`src/rtl/lttic_pkg.sv`:
```
// ---------------------------------------------------------------------------
// lttic_pkg
// widths, control word format and microcode table for the lattice triangle
// interior counter
// ---------------------------------------------------------------------------
package lttic_pkg;

  // coordinate width, range 4 to 31
  localparam int COORD_BITS = 16;

  localparam int DIFF_W     = COORD_BITS + 1;
  localparam int MAG_W      = COORD_BITS + 1;
  localparam int PROD_W     = 2 * DIFF_W;
  localparam int CROSS_W    = PROD_W + 1;
  localparam int AREA_W     = CROSS_W;
  localparam int BND_W      = MAG_W + 2;
  localparam int CNT_W      = AREA_W + 1;
  localparam int COUNT_W    = 32;
  localparam int EXT_W      = (CNT_W > COUNT_W) ? CNT_W : COUNT_W;
  localparam int SHIFT_W    = $clog2(COORD_BITS + 2);
  localparam int IN_FIELDS  = 6;
  localparam int IN_DATA_W  = ((IN_FIELDS * COORD_BITS + 7) / 8) * 8;
  localparam int OUT_DATA_W = COUNT_W;
  localparam int OUT_USER_W = 2;

  // tuser bit positions on the result channel
  localparam int USER_DEGEN = 0;
  localparam int USER_ZERO  = 1;

  typedef logic signed [COORD_BITS-1:0] coord_t;
  typedef logic signed [DIFF_W-1:0]     diff_t;
  typedef logic        [MAG_W-1:0]      mag_t;

  // gcd unit command and status
  typedef struct packed {
    logic start;
    mag_t a;
    mag_t b;
  } gcd_cmd_t;

  typedef struct packed {
    logic busy;
    mag_t g;
  } gcd_stat_t;

  // datapath micro-operations
  typedef enum logic [3:0] {
    OP_NOP,
    OP_LOAD,
    OP_DIFF,
    OP_MUL_A,
    OP_MUL_B,
    OP_CROSS,
    OP_GCD_E0,
    OP_GCD_E1,
    OP_GCD_E2,
    OP_GCD_RUN,
    OP_BND_ACC,
    OP_EMIT
  } uop_t;

  // jump conditions: jump to target when true, else fall through
  typedef enum logic [2:0] {
    CND_NONE,
    CND_ALWAYS,
    CND_NO_IN,
    CND_GCD_BUSY,
    CND_OUT_BLOCKED
  } cond_t;

  localparam int STEP_W = 4;
  typedef logic [STEP_W-1:0] step_t;

  localparam step_t STEP_LOAD  = 4'd0;
  localparam step_t STEP_DIFF  = 4'd1;
  localparam step_t STEP_MUL_A = 4'd2;
  localparam step_t STEP_MUL_B = 4'd3;
  localparam step_t STEP_CROSS = 4'd4;
  localparam step_t STEP_G0    = 4'd5;
  localparam step_t STEP_R0    = 4'd6;
  localparam step_t STEP_A0    = 4'd7;
  localparam step_t STEP_G1    = 4'd8;
  localparam step_t STEP_R1    = 4'd9;
  localparam step_t STEP_A1    = 4'd10;
  localparam step_t STEP_G2    = 4'd11;
  localparam step_t STEP_R2    = 4'd12;
  localparam step_t STEP_A2    = 4'd13;
  localparam step_t STEP_EMIT  = 4'd14;
  localparam step_t STEP_WRAP  = 4'd15;

  typedef struct packed {
    uop_t  op;
    cond_t cnd;
    step_t target;
  } ucw_t;

  // microcode store
  function automatic ucw_t ucode_rom(input step_t step);
    ucw_t w;
    unique case (step)
      STEP_LOAD:  w = '{op: OP_LOAD,    cnd: CND_NO_IN,       target: STEP_LOAD};
      STEP_DIFF:  w = '{op: OP_DIFF,    cnd: CND_NONE,        target: STEP_LOAD};
      STEP_MUL_A: w = '{op: OP_MUL_A,   cnd: CND_NONE,        target: STEP_LOAD};
      STEP_MUL_B: w = '{op: OP_MUL_B,   cnd: CND_NONE,        target: STEP_LOAD};
      STEP_CROSS: w = '{op: OP_CROSS,   cnd: CND_NONE,        target: STEP_LOAD};
      STEP_G0:    w = '{op: OP_GCD_E0,  cnd: CND_NONE,        target: STEP_LOAD};
      STEP_R0:    w = '{op: OP_GCD_RUN, cnd: CND_GCD_BUSY,    target: STEP_R0};
      STEP_A0:    w = '{op: OP_BND_ACC, cnd: CND_NONE,        target: STEP_LOAD};
      STEP_G1:    w = '{op: OP_GCD_E1,  cnd: CND_NONE,        target: STEP_LOAD};
      STEP_R1:    w = '{op: OP_GCD_RUN, cnd: CND_GCD_BUSY,    target: STEP_R1};
      STEP_A1:    w = '{op: OP_BND_ACC, cnd: CND_NONE,        target: STEP_LOAD};
      STEP_G2:    w = '{op: OP_GCD_E2,  cnd: CND_NONE,        target: STEP_LOAD};
      STEP_R2:    w = '{op: OP_GCD_RUN, cnd: CND_GCD_BUSY,    target: STEP_R2};
      STEP_A2:    w = '{op: OP_BND_ACC, cnd: CND_NONE,        target: STEP_LOAD};
      STEP_EMIT:  w = '{op: OP_EMIT,    cnd: CND_OUT_BLOCKED, target: STEP_EMIT};
      STEP_WRAP:  w = '{op: OP_NOP,     cnd: CND_ALWAYS,      target: STEP_LOAD};
    endcase
    return w;
  endfunction

endpackage

```
`src/rtl/lttic_gcd.sv`:
```
// ---------------------------------------------------------------------------
// lttic_gcd
// binary gcd unit, one reduction step per cycle
// ---------------------------------------------------------------------------
module lttic_gcd (
  input  logic                 clk,
  input  logic                 rst_n,
  input  lttic_pkg::gcd_cmd_t  cmd,
  output lttic_pkg::gcd_stat_t stat
);

  lttic_pkg::mag_t                   a_r, a_nxt;
  lttic_pkg::mag_t                   b_r, b_nxt;
  lttic_pkg::mag_t                   g_r, g_nxt;
  logic [lttic_pkg::SHIFT_W-1:0]     k_r, k_nxt;
  logic                              busy_r, busy_nxt;

  always_ff @(posedge clk) begin
    if (!rst_n) begin
      busy_r <= 1'b0;
    end else begin
      busy_r <= busy_nxt;
    end
    a_r <= a_nxt;
    b_r <= b_nxt;
    g_r <= g_nxt;
    k_r <= k_nxt;
  end

  always_comb begin
    a_nxt    = a_r;
    b_nxt    = b_r;
    g_nxt    = g_r;
    k_nxt    = k_r;
    busy_nxt = busy_r;
    if (cmd.start) begin
      a_nxt    = cmd.a;
      b_nxt    = cmd.b;
      k_nxt    = '0;
      busy_nxt = 1'b1;
    end else if (busy_r) begin
      priority if (a_r == '0 || b_r == '0) begin
        // one side empty: the other, rescaled by common twos, is the gcd
        g_nxt    = (a_r | b_r) << k_r;
        busy_nxt = 1'b0;
      end else if (!a_r[0] && !b_r[0]) begin
        a_nxt = a_r >> 1;
        b_nxt = b_r >> 1;
        k_nxt = k_r + lttic_pkg::SHIFT_W'(1);
      end else if (!a_r[0]) begin
        a_nxt = a_r >> 1;
      end else if (!b_r[0]) begin
        b_nxt = b_r >> 1;
      end else if (a_r >= b_r) begin
        a_nxt = (a_r - b_r) >> 1;
      end else begin
        b_nxt = (b_r - a_r) >> 1;
      end
    end
  end

  assign stat.busy = busy_r;
  assign stat.g    = g_r;

endmodule

```
`src/rtl/lattice_triangle_interior_count.sv`:
```
// ---------------------------------------------------------------------------
// lattice_triangle_interior_count
// interior lattice point count of a triangle by pick's theorem, run by a
// microcoded sequencer over one multiplier and one binary gcd unit
// ---------------------------------------------------------------------------
//
//  channel | direction | tdata (low bit first)              | tuser
//  --------+-----------+------------------------------------+-------------------
//  in_     | slave     | ax, ay, bx, by_coord, cx, cy (16b) | -
//  out_    | master    | interior_count (32b)               | degenerate, all_zero
//
//  one transaction in gives one transaction out; one item in flight at a time
//  steps per item: the load step, 12 fixed steps and three gcd wait steps, each
//  wait held while the gcd unit is busy with its reduction steps
//  reset is synchronous, active low, and returns the step counter to the load step
//  a stalled result holds the sequencer at emit; the next input waits until then
//
module lattice_triangle_interior_count (
  input  logic                                 clk,
  input  logic                                 rst_n,
  // input channel
  input  logic                                 in_tvalid,
  output logic                                 in_tready,
  // ax, ay, bx, by_coord, cx, cy
  input  logic [lttic_pkg::IN_DATA_W-1:0]      in_tdata,
  // result channel
  output logic                                 out_tvalid,
  input  logic                                 out_tready,
  // interior_count
  output logic [lttic_pkg::OUT_DATA_W-1:0]     out_tdata,
  // degenerate, all_zero
  output logic [lttic_pkg::OUT_USER_W-1:0]     out_tuser
);

  localparam int CB = lttic_pkg::COORD_BITS;

  // sequencer
  lttic_pkg::step_t   step_r, step_nxt;
  lttic_pkg::ucw_t    ucw;
  logic               jump;
  logic               in_acc;
  logic               can_emit;
  logic               emit_fire;

  // datapath
  lttic_pkg::coord_t                    coord_r [lttic_pkg::IN_FIELDS];
  lttic_pkg::diff_t                     ux_r, uy_r, vx_r, vy_r;
  logic signed [lttic_pkg::PROD_W-1:0]  prod_r;
  logic signed [lttic_pkg::CROSS_W-1:0] cross_r;
  logic [lttic_pkg::BND_W-1:0]          bnd_r;
  logic [lttic_pkg::AREA_W-1:0]         area2;
  logic [lttic_pkg::CNT_W-1:0]          cnt;
  logic [lttic_pkg::EXT_W-1:0]          cnt_ext;
  logic [lttic_pkg::COUNT_W-1:0]        cnt_sat;
  logic                                 degen;
  logic                                 all_zero;

  // result register
  logic                                 out_valid_r;
  logic [lttic_pkg::OUT_DATA_W-1:0]     out_data_r;
  logic [lttic_pkg::OUT_USER_W-1:0]     out_user_r;

  lttic_pkg::gcd_cmd_t                  gcd_cmd;
  lttic_pkg::gcd_stat_t                 gcd_stat;

  // magnitude of a coordinate difference
  function automatic lttic_pkg::mag_t mag_diff(input lttic_pkg::coord_t p,
                                               input lttic_pkg::coord_t q);
    lttic_pkg::diff_t d;
    d = lttic_pkg::diff_t'(p) - lttic_pkg::diff_t'(q);
    return d[lttic_pkg::DIFF_W-1] ? lttic_pkg::mag_t'(-d) : lttic_pkg::mag_t'(d);
  endfunction

  // ---------------------------------------------------------------- control
  assign ucw       = lttic_pkg::ucode_rom(step_r);
  assign in_tready = (ucw.op == lttic_pkg::OP_LOAD);
  assign in_acc    = in_tvalid & in_tready;
  assign can_emit  = !out_valid_r || out_tready;
  assign emit_fire = (ucw.op == lttic_pkg::OP_EMIT) && can_emit;

  always_comb begin
    unique case (ucw.cnd)
      lttic_pkg::CND_NONE:        jump = 1'b0;
      lttic_pkg::CND_ALWAYS:      jump = 1'b1;
      lttic_pkg::CND_NO_IN:       jump = !in_acc;
      lttic_pkg::CND_GCD_BUSY:    jump = gcd_stat.busy;
      lttic_pkg::CND_OUT_BLOCKED: jump = !can_emit;
      default:                    jump = 1'b0;
    endcase
    step_nxt = jump ? ucw.target : step_r + lttic_pkg::step_t'(1);
  end

  always_ff @(posedge clk) begin
    if (!rst_n) begin
      step_r <= lttic_pkg::STEP_LOAD;
    end else begin
      step_r <= step_nxt;
    end
  end

  // ---------------------------------------------------------------- gcd unit
  // edges in order a-b, b-c, c-a
  always_comb begin
    gcd_cmd = '0;
    unique case (ucw.op)
      lttic_pkg::OP_GCD_E0: begin
        gcd_cmd.start = 1'b1;
        gcd_cmd.a     = mag_diff(coord_r[0], coord_r[2]);
        gcd_cmd.b     = mag_diff(coord_r[1], coord_r[3]);
      end
      lttic_pkg::OP_GCD_E1: begin
        gcd_cmd.start = 1'b1;
        gcd_cmd.a     = mag_diff(coord_r[2], coord_r[4]);
        gcd_cmd.b     = mag_diff(coord_r[3], coord_r[5]);
      end
      lttic_pkg::OP_GCD_E2: begin
        gcd_cmd.start = 1'b1;
        gcd_cmd.a     = mag_diff(coord_r[4], coord_r[0]);
        gcd_cmd.b     = mag_diff(coord_r[5], coord_r[1]);
      end
      default: gcd_cmd = '0;
    endcase
  end

  lttic_gcd u_gcd (
    .clk   (clk),
    .rst_n (rst_n),
    .cmd   (gcd_cmd),
    .stat  (gcd_stat)
  );

  // ---------------------------------------------------------------- result
  // twice the area is the magnitude of the cross product
  assign area2    = cross_r[lttic_pkg::CROSS_W-1] ? lttic_pkg::AREA_W'(-cross_r)
                                                  : lttic_pkg::AREA_W'(cross_r);
  assign degen    = (cross_r == '0);
  assign all_zero = (coord_r[0] == '0) && (coord_r[1] == '0) && (coord_r[2] == '0) &&
                    (coord_r[3] == '0) && (coord_r[4] == '0) && (coord_r[5] == '0);
  // pick: (2A + 2 - B) / 2
  assign cnt      = (lttic_pkg::CNT_W'(area2) + lttic_pkg::CNT_W'(2)
                    - lttic_pkg::CNT_W'(bnd_r)) >> 1;
  assign cnt_ext  = lttic_pkg::EXT_W'(cnt);
  // saturate when wide coordinates push the count past 32 bits
  assign cnt_sat  = ((cnt_ext >> lttic_pkg::COUNT_W) != '0) ? '1
                                                            : cnt_ext[lttic_pkg::COUNT_W-1:0];

  // ---------------------------------------------------------------- datapath
  always_ff @(posedge clk) begin
    unique case (ucw.op)
      lttic_pkg::OP_LOAD: begin
        if (in_acc) begin
          for (int i = 0; i < lttic_pkg::IN_FIELDS; i++) begin
            coord_r[i] <= in_tdata[i*CB +: CB];
          end
        end
      end
      lttic_pkg::OP_DIFF: begin
        ux_r <= lttic_pkg::diff_t'(coord_r[2]) - lttic_pkg::diff_t'(coord_r[0]);
        uy_r <= lttic_pkg::diff_t'(coord_r[3]) - lttic_pkg::diff_t'(coord_r[1]);
        vx_r <= lttic_pkg::diff_t'(coord_r[4]) - lttic_pkg::diff_t'(coord_r[0]);
        vy_r <= lttic_pkg::diff_t'(coord_r[5]) - lttic_pkg::diff_t'(coord_r[1]);
      end
      lttic_pkg::OP_MUL_A: begin
        prod_r <= ux_r * vy_r;
      end
      lttic_pkg::OP_MUL_B: begin
        cross_r <= lttic_pkg::CROSS_W'(prod_r);
        prod_r  <= uy_r * vx_r;
      end
      lttic_pkg::OP_CROSS: begin
        cross_r <= cross_r - lttic_pkg::CROSS_W'(prod_r);
        bnd_r   <= '0;
      end
      lttic_pkg::OP_BND_ACC: begin
        bnd_r <= bnd_r + lttic_pkg::BND_W'(gcd_stat.g);
      end
      lttic_pkg::OP_EMIT: begin
        if (can_emit) begin
          out_data_r                        <= degen ? '0 : cnt_sat;
          out_user_r[lttic_pkg::USER_DEGEN] <= degen;
          out_user_r[lttic_pkg::USER_ZERO]  <= all_zero;
        end
      end
      default: begin
      end
    endcase
  end

  always_ff @(posedge clk) begin
    if (!rst_n) begin
      out_valid_r <= 1'b0;
    end else if (emit_fire) begin
      out_valid_r <= 1'b1;
    end else if (out_tready) begin
      out_valid_r <= 1'b0;
    end
  end

  assign out_tvalid = out_valid_r;
  assign out_tdata  = out_data_r;
  assign out_tuser  = out_user_r;

endmodule

```
`config.mk`:
```
export PLATFORM = sky130hd
export DESIGN_NAME = lattice_triangle_interior_count
export DESIGN_NICKNAME = d
export VERILOG_FILES = /design/src/rtl/lttic_pkg.sv /design/src/rtl/lttic_gcd.sv /design/src/rtl/lattice_triangle_interior_count.sv
export SDC_FILE = /design/constraint.sdc
export NUM_CORES = 2
export LEC_CHECK = 0
export BUFFER_PORTS_ARGS = -buffer_cell sky130_fd_sc_hd__clkbuf_2
export CAP_MARGIN = 15
export CORE_MARGIN = 2
export CORE_UTILIZATION = 45
export DETAILED_ROUTE_END_ITERATION = 16
export SYNTH_ARGS = -nofsm -noshare
export SYNTH_HDL_FRONTEND = slang
export SYNTH_HIERARCHICAL = 1
export SYNTH_SLANG_ARGS = --single-unit
```
`constraint.sdc`:
```
create_clock -name clk -period 9.6 [get_ports clk]
set_input_delay 1.44 -clock clk [delete_from_list [all_inputs] [get_ports clk]]
set_output_delay 1.44 -clock clk [all_outputs]
set_load 0.005 [all_outputs]
```
# Word-level counts from Yosys, hierarchy flattened
# Memory sizes are Yosys's and may differ from the RTL's. A register that Yosys moved wholly into a read port is not among the register bits.
# Index checks and enable logic that the tools add are counted.
# totals
reg_bits,252
ram_bits,96
romBits,176
out_inout_bits,36
wordCells,143
mem_count,2
# classes
addsub,23
n_mul,2
order_cmp,1
eq_ne,18
n_shift,1
n_mux,37
bitwise_logic,4
reduce_logical,37
# mem_list
memory,depth,word_bits,rd,rd_clocked_by_memory_dff,wr,line_no,text
(no name shown),16,11,1,1,0,lttic_pkg.sv:100,unique case (step)
coord_r,6,16,6,0,6,lattice_triangle_interior_count.sv:46,lttic_pkg::coord_t coord_r [lttic_pkg::IN_FIELDS];
# ops
op,n
$mux 17,20
$sub 16x16->17,8
$pmux 35 s3,1
$neg 17->17,6
$logic_not 16->1,6
$pmux 35 s2,1
$mul 17x17->34,2
$pmux 34 s2,1
$pmux 19 s2,1
$add 35x2->36 const B,1
$reduce_bool 36->1,1
$sub 36x19->36,1
$logic_not 35->1,1
$mux 35,1
$neg 35->35,1
$sub 35x34->35,1
$logic_not 17->1,2
$sub 17x17->17,2
$mux 32,1
$add 19x17->19,1
$ge 17x17->1,1
$or 17x17->17,1
$shl 17x5->17,1
$eq 4x3->1 const B,4
23 further kinds,57

# Depth between registers and ports, before layout
# depth
depth_word,8
depth_mapped,25
depth_no_buf,24

# Hierarchy
# Netlist, hierarchy kept.
# by_module_without_submodules
mod,instances,cells_per_inst,area_each_um2,seq_area_each_um2
lattice_triangle_interior_count,1,5057,46309.4,8908.5
lttic_gcd,1,606,5347.6,1651.6

# Least setup slack after synthesis
# Ideal clock, no wire load.
# synth_path
path_kind,register to register
start,reg ux_r[16]
end,reg prod_r[29] (netlist name) (data pin)
arrival_ns,6.351
required_time_ns,9.337
path_slack_ns,2.986
stages_incl_launch_ff,23
path_buffers,1
synth_period_minus_slack_ns,6.614
path_cell_list,edfxtp_1 -> clkbuf_1 -> nand2_1 -> inv_1 -> fa_1 -> fa_1 -> fa_1 -> fa_1 -> fa_1 -> inv_1 -> fa_1 -> inv_1 -> ha_1 -> a21o_1 -> a21o_1 -> a2111oi_0 -> o21ai_0 -> a21o_1 -> a41oi_1 -> o21ai_0 -> o21a_1 -> a221oi_1 -> nand2_1
# synth_via
elab_chain_len,2
# synth_lines
item,line_no,text
"start, declared",lattice_triangle_interior_count.sv:47,"lttic_pkg::diff_t ux_r, uy_r, vx_r, vy_r;"
"start signal, assigned",lattice_triangle_interior_count.sv:158,ux_r <= lttic_pkg::diff_t'(coord_r[2]) - lttic_pkg::diff_t'(coord_r[0]);
$mul 17x17->34,lattice_triangle_interior_count.sv:164,prod_r <= ux_r * vy_r;
$pmux 34 s2,lattice_triangle_interior_count.sv:149,unique case (ucw.op)
"end signal, assigned",lattice_triangle_interior_count.sv:164,
"end signal, assigned",lattice_triangle_interior_count.sv:168,prod_r <= uy_r * vx_r;
"end, declared",lattice_triangle_interior_count.sv:48,logic signed [lttic_pkg::PROD_W-1:0] prod_r;
# No other way between the ends.
# A chain may end at the register's enable or synchronous reset.

# Worst setup path after layout
# layout_path
start,reg vy_r[2]
end,reg prod_r[31] (netlist name) (data pin)
# layout_via
elab_chain_len,2
# layout_lines
item,line_no,text
"start, declared",lattice_triangle_interior_count.sv:47,
"start signal, assigned",lattice_triangle_interior_count.sv:161,vy_r <= lttic_pkg::diff_t'(coord_r[5]) - lttic_pkg::diff_t'(coord_r[1]);
$mul 17x17->34,lattice_triangle_interior_count.sv:164,
$pmux 34 s2,lattice_triangle_interior_count.sv:149,
# No other way between the ends.

==> results.txt <==
Status - completed
Max-slew violation count - 0
Ranking of synthesized cells by area - fa_1 (23%), edfxtp_1 (20%), ha_1 (11%)
Seq/Total Area, Yosys - 20.4%
Cts hold-fix bufs - 0
CP Class - reg -> reg
Rel. slew slack - 22.5%
Top delay family on crit path - adder cells
Grt ovf - 0
Number of remaining DRC errors - 0
Final number of setup-violating endpoints - 0
Worst clock skew - 0.0678 ns
Vias in the first global route - 39,919
Worst Hold Class - reg -> reg
Port Buf Inserts - 135
CP max stage delay - 0.74 ns
Routed Antenna Nets - 0
Core Area - 114,000 µm²
Slew @ Worst Pin - 1.15 ns
R2r setup slk - 2.40 ns
Crit path max fanout - 17
# Max-Cap Violations - 0
Share of layout cells above drive strength 1 - 5.24%
IO Count - 136
Required @ worst endpoint - 9.99 ns
RSZ-0062 raised after global routing - false
Most common cell after layout, fill and taps aside - inv_1
Tmin final - 7.20 ns
Initial core utilization - 45.3%
Skew-Pair Late Insertion Delay - 0.67 ns
Beginning of the worst register-to-register path - vy_r[2]$_DFFE_PN_
Syn Nets - 6,835
CTS root buffer - clkbuf_16
Reg2reg path depth - 21
Pin count of the biggest net entering global routing - 77
Min-delay src - ucw[1]$_DFF_P_
CTS tree - built
First-pass GRT wire length - 231 mm
Clk sinks - 359
# Post-CTS Setup Buffers - 0
Nets - 6,860
Worst Path Arrival - 7.59 ns
Total GRT Usage - 25.3%
Die Wd - 343 µm
Achievable Freq - 0.139 GHz
TritonCTS Buffers - 45
Critical Path Start Type - flip-flop
Area growth from synthesis to final layout - 7.03%
Fin crit share - 75.0%
FF-to-FF End - prod_r[31]$_DFFE_PP_
CP max-delay cell - fa_1
H-tree Lvls - 2
Synthesized instance count - 5,663
Worst path bufs/invs - 3
Post-route cell area - 55,300 µm²
Syn_area_per_cell - 9.12 µm²
Clk slew on worst S/H paths - 0.06 ns
WHS Path Cells - 2
Vias - 39,875
Worst path cell trace - nand2_1 -> inv_1 -> fa_1 -> fa_1 -> fa_1 -> fa_1 -> fa_1 -> inv_1 -> fa_1 -> inv_1 -> ha_1 -> a21o_1 -> a21o_1 -> a2111oi_0 -> o21ai_0 -> a21o_1 -> a221oi_1 -> nand2b_1 -> a21oi_1 -> xor2_1 -> o21ai_0
DR WL/cell - 20.3 µm
Setup tns final - 0 ns
Commonest non-fill, non-tap cells in the layout - inv_1 (949), fa_1 (605), nand2_1 (489)
DRT iter0 DRCs - 2,753
Synth warnings - 6
Total Wirelength - 147 mm
TritonRoute pass-1 iters - 6
Yosys reg bits - 359
Post-synth top area share - 23.4%
Placed cell area - 53,700 µm²
Synth unique cells - 103
Hold EP - step_r[1]$_SDFF_PN0_
HPWL Detailed - 122 mm
Async SR Flop Fraction - 0%
Post-Syn Area - 51,700 µm²
Die H - 343 µm
Initial antenna violation count - 1
Critical Path End Type - flip-flop
Final GP Congestion - 0.966
Via-to-Cell Ratio - 5.51
Post-cts gate resize count - 0
Synth Flop Type - edfxtp_1
Most used cell, CP - fa_1
Final hold vios - 0
Die area - 118,000 µm²
Number of flops mapped to enable cells by yosys - 337
CTS Buffer Depth - 3
Leading area contributor after synthesis - fa_1
Rows - 124
## flip-flops by register name, summed over array words and instances, names as in the netlist, 17 cells and up
name,cells
coord_r,96
cross_r,35
prod_r,34
out_tdata,32
bnd_r,19
u_gcd/a_r,17
u_gcd/b_r,17
u_gcd/g_r,17
ux_r,17
uy_r,17
vx_r,17
vy_r,17
## cell families (layout without fill, tap and decap cells)
family / after synthesis / in the layout / synth area share [%]
AOI/OAI and AO/OA: 1080 / 1080 / 13.7
buffers and inverters: 1134 / 1196 / 8.30
adders and majority gates: 1072 / 1072 / 34.8
muxes: 45 / 45 / 0.957
and+or+nand+nor: 1613 / 1613 / 15.7
xor gates and xnor gates: 360 / 360 / 6.12
DFF: 359 / 359 / 20.4
other: 0 / 1 / 0
## through the flow
step,hold slack (ns),util [%],setup slack [ns],cells
6_report,0.505,48.5,2.40,7238
5_1_grt,0.542,48.5,1.91,7237
4_1_cts,0.511,48.4,2.43,7235
3_5_place_dp,0.498,47.1,2.36,7151
3_3_place_gp,0.489,47.1,2.53,7151
2_1_floorplan,0.479,-,2.99,5663
## layer usage
metal / GRT usage [%] / vias up / wire length (µm)
met2: 42.2 / 1041 / 69100
li1: - / 18896 / -
met4: 8.92 / 0 / 5760
met5: 0 / - / 0
met1: 34.1 / 19736 / 64900
met3: 2.66 / 202 / 6950
## tightest hold or removal path: cells and delay by family, from the launching register on
kind / cells / cell delay (ns)
DFF: 1 / 0.30
and+or+nand+nor: 1 / 0.10
muxes: 1 / 0.07
## final cells by class
class	instances	area, µm²
fillers	10966	58700
flip-flops and latches	359	10600
clock inverters	27	328
multi-input cells	4170	36900
clock buffers	57	1170
well taps	1512	1890
repair buffers	160	891
inverters	952	3570
diodes	1	2.50
## synth_stat cells, drive strengths merged, types with 71 or more instances
| cell type | n |
|---|---|
| clkbuf | 161 |
| nand2b | 71 |
| xor2 | 127 |
| nand2 | 491 |
| o21ai | 247 |
| a21oi | 280 |
| fa | 605 |
| inv | 950 |
| xnor2 | 233 |
| a21o | 102 |
| edfxtp | 337 |
| and2 | 315 |
| nor3 | 80 |
| nor2 | 298 |
| ha | 467 |
## how the worst max path moves through the flow
stage                                   from              endpoint  slack (ns)  cells past startpoint
after floorplan           ux_r[16]$_DFFE_PN_  prod_r[29]$_DFFE_PP_        2.99                     22
after global placement     vy_r[2]$_DFFE_PN_  prod_r[29]$_DFFE_PP_        2.53                     21
after detailed placement   vy_r[2]$_DFFE_PN_  prod_r[31]$_DFFE_PP_        2.36                     21
after CTS                 ux_r[16]$_DFFE_PN_  prod_r[31]$_DFFE_PP_        2.43                     21
after global routing      ux_r[16]$_DFFE_PN_  prod_r[31]$_DFFE_PP_        1.91                     21
final                      vy_r[2]$_DFFE_PN_  prod_r[31]$_DFFE_PP_        2.40                     21
Power is left out: the tool's default activity adds up to more than one toggle a clock period on the data nets, which glitch-free logic cannot reach.
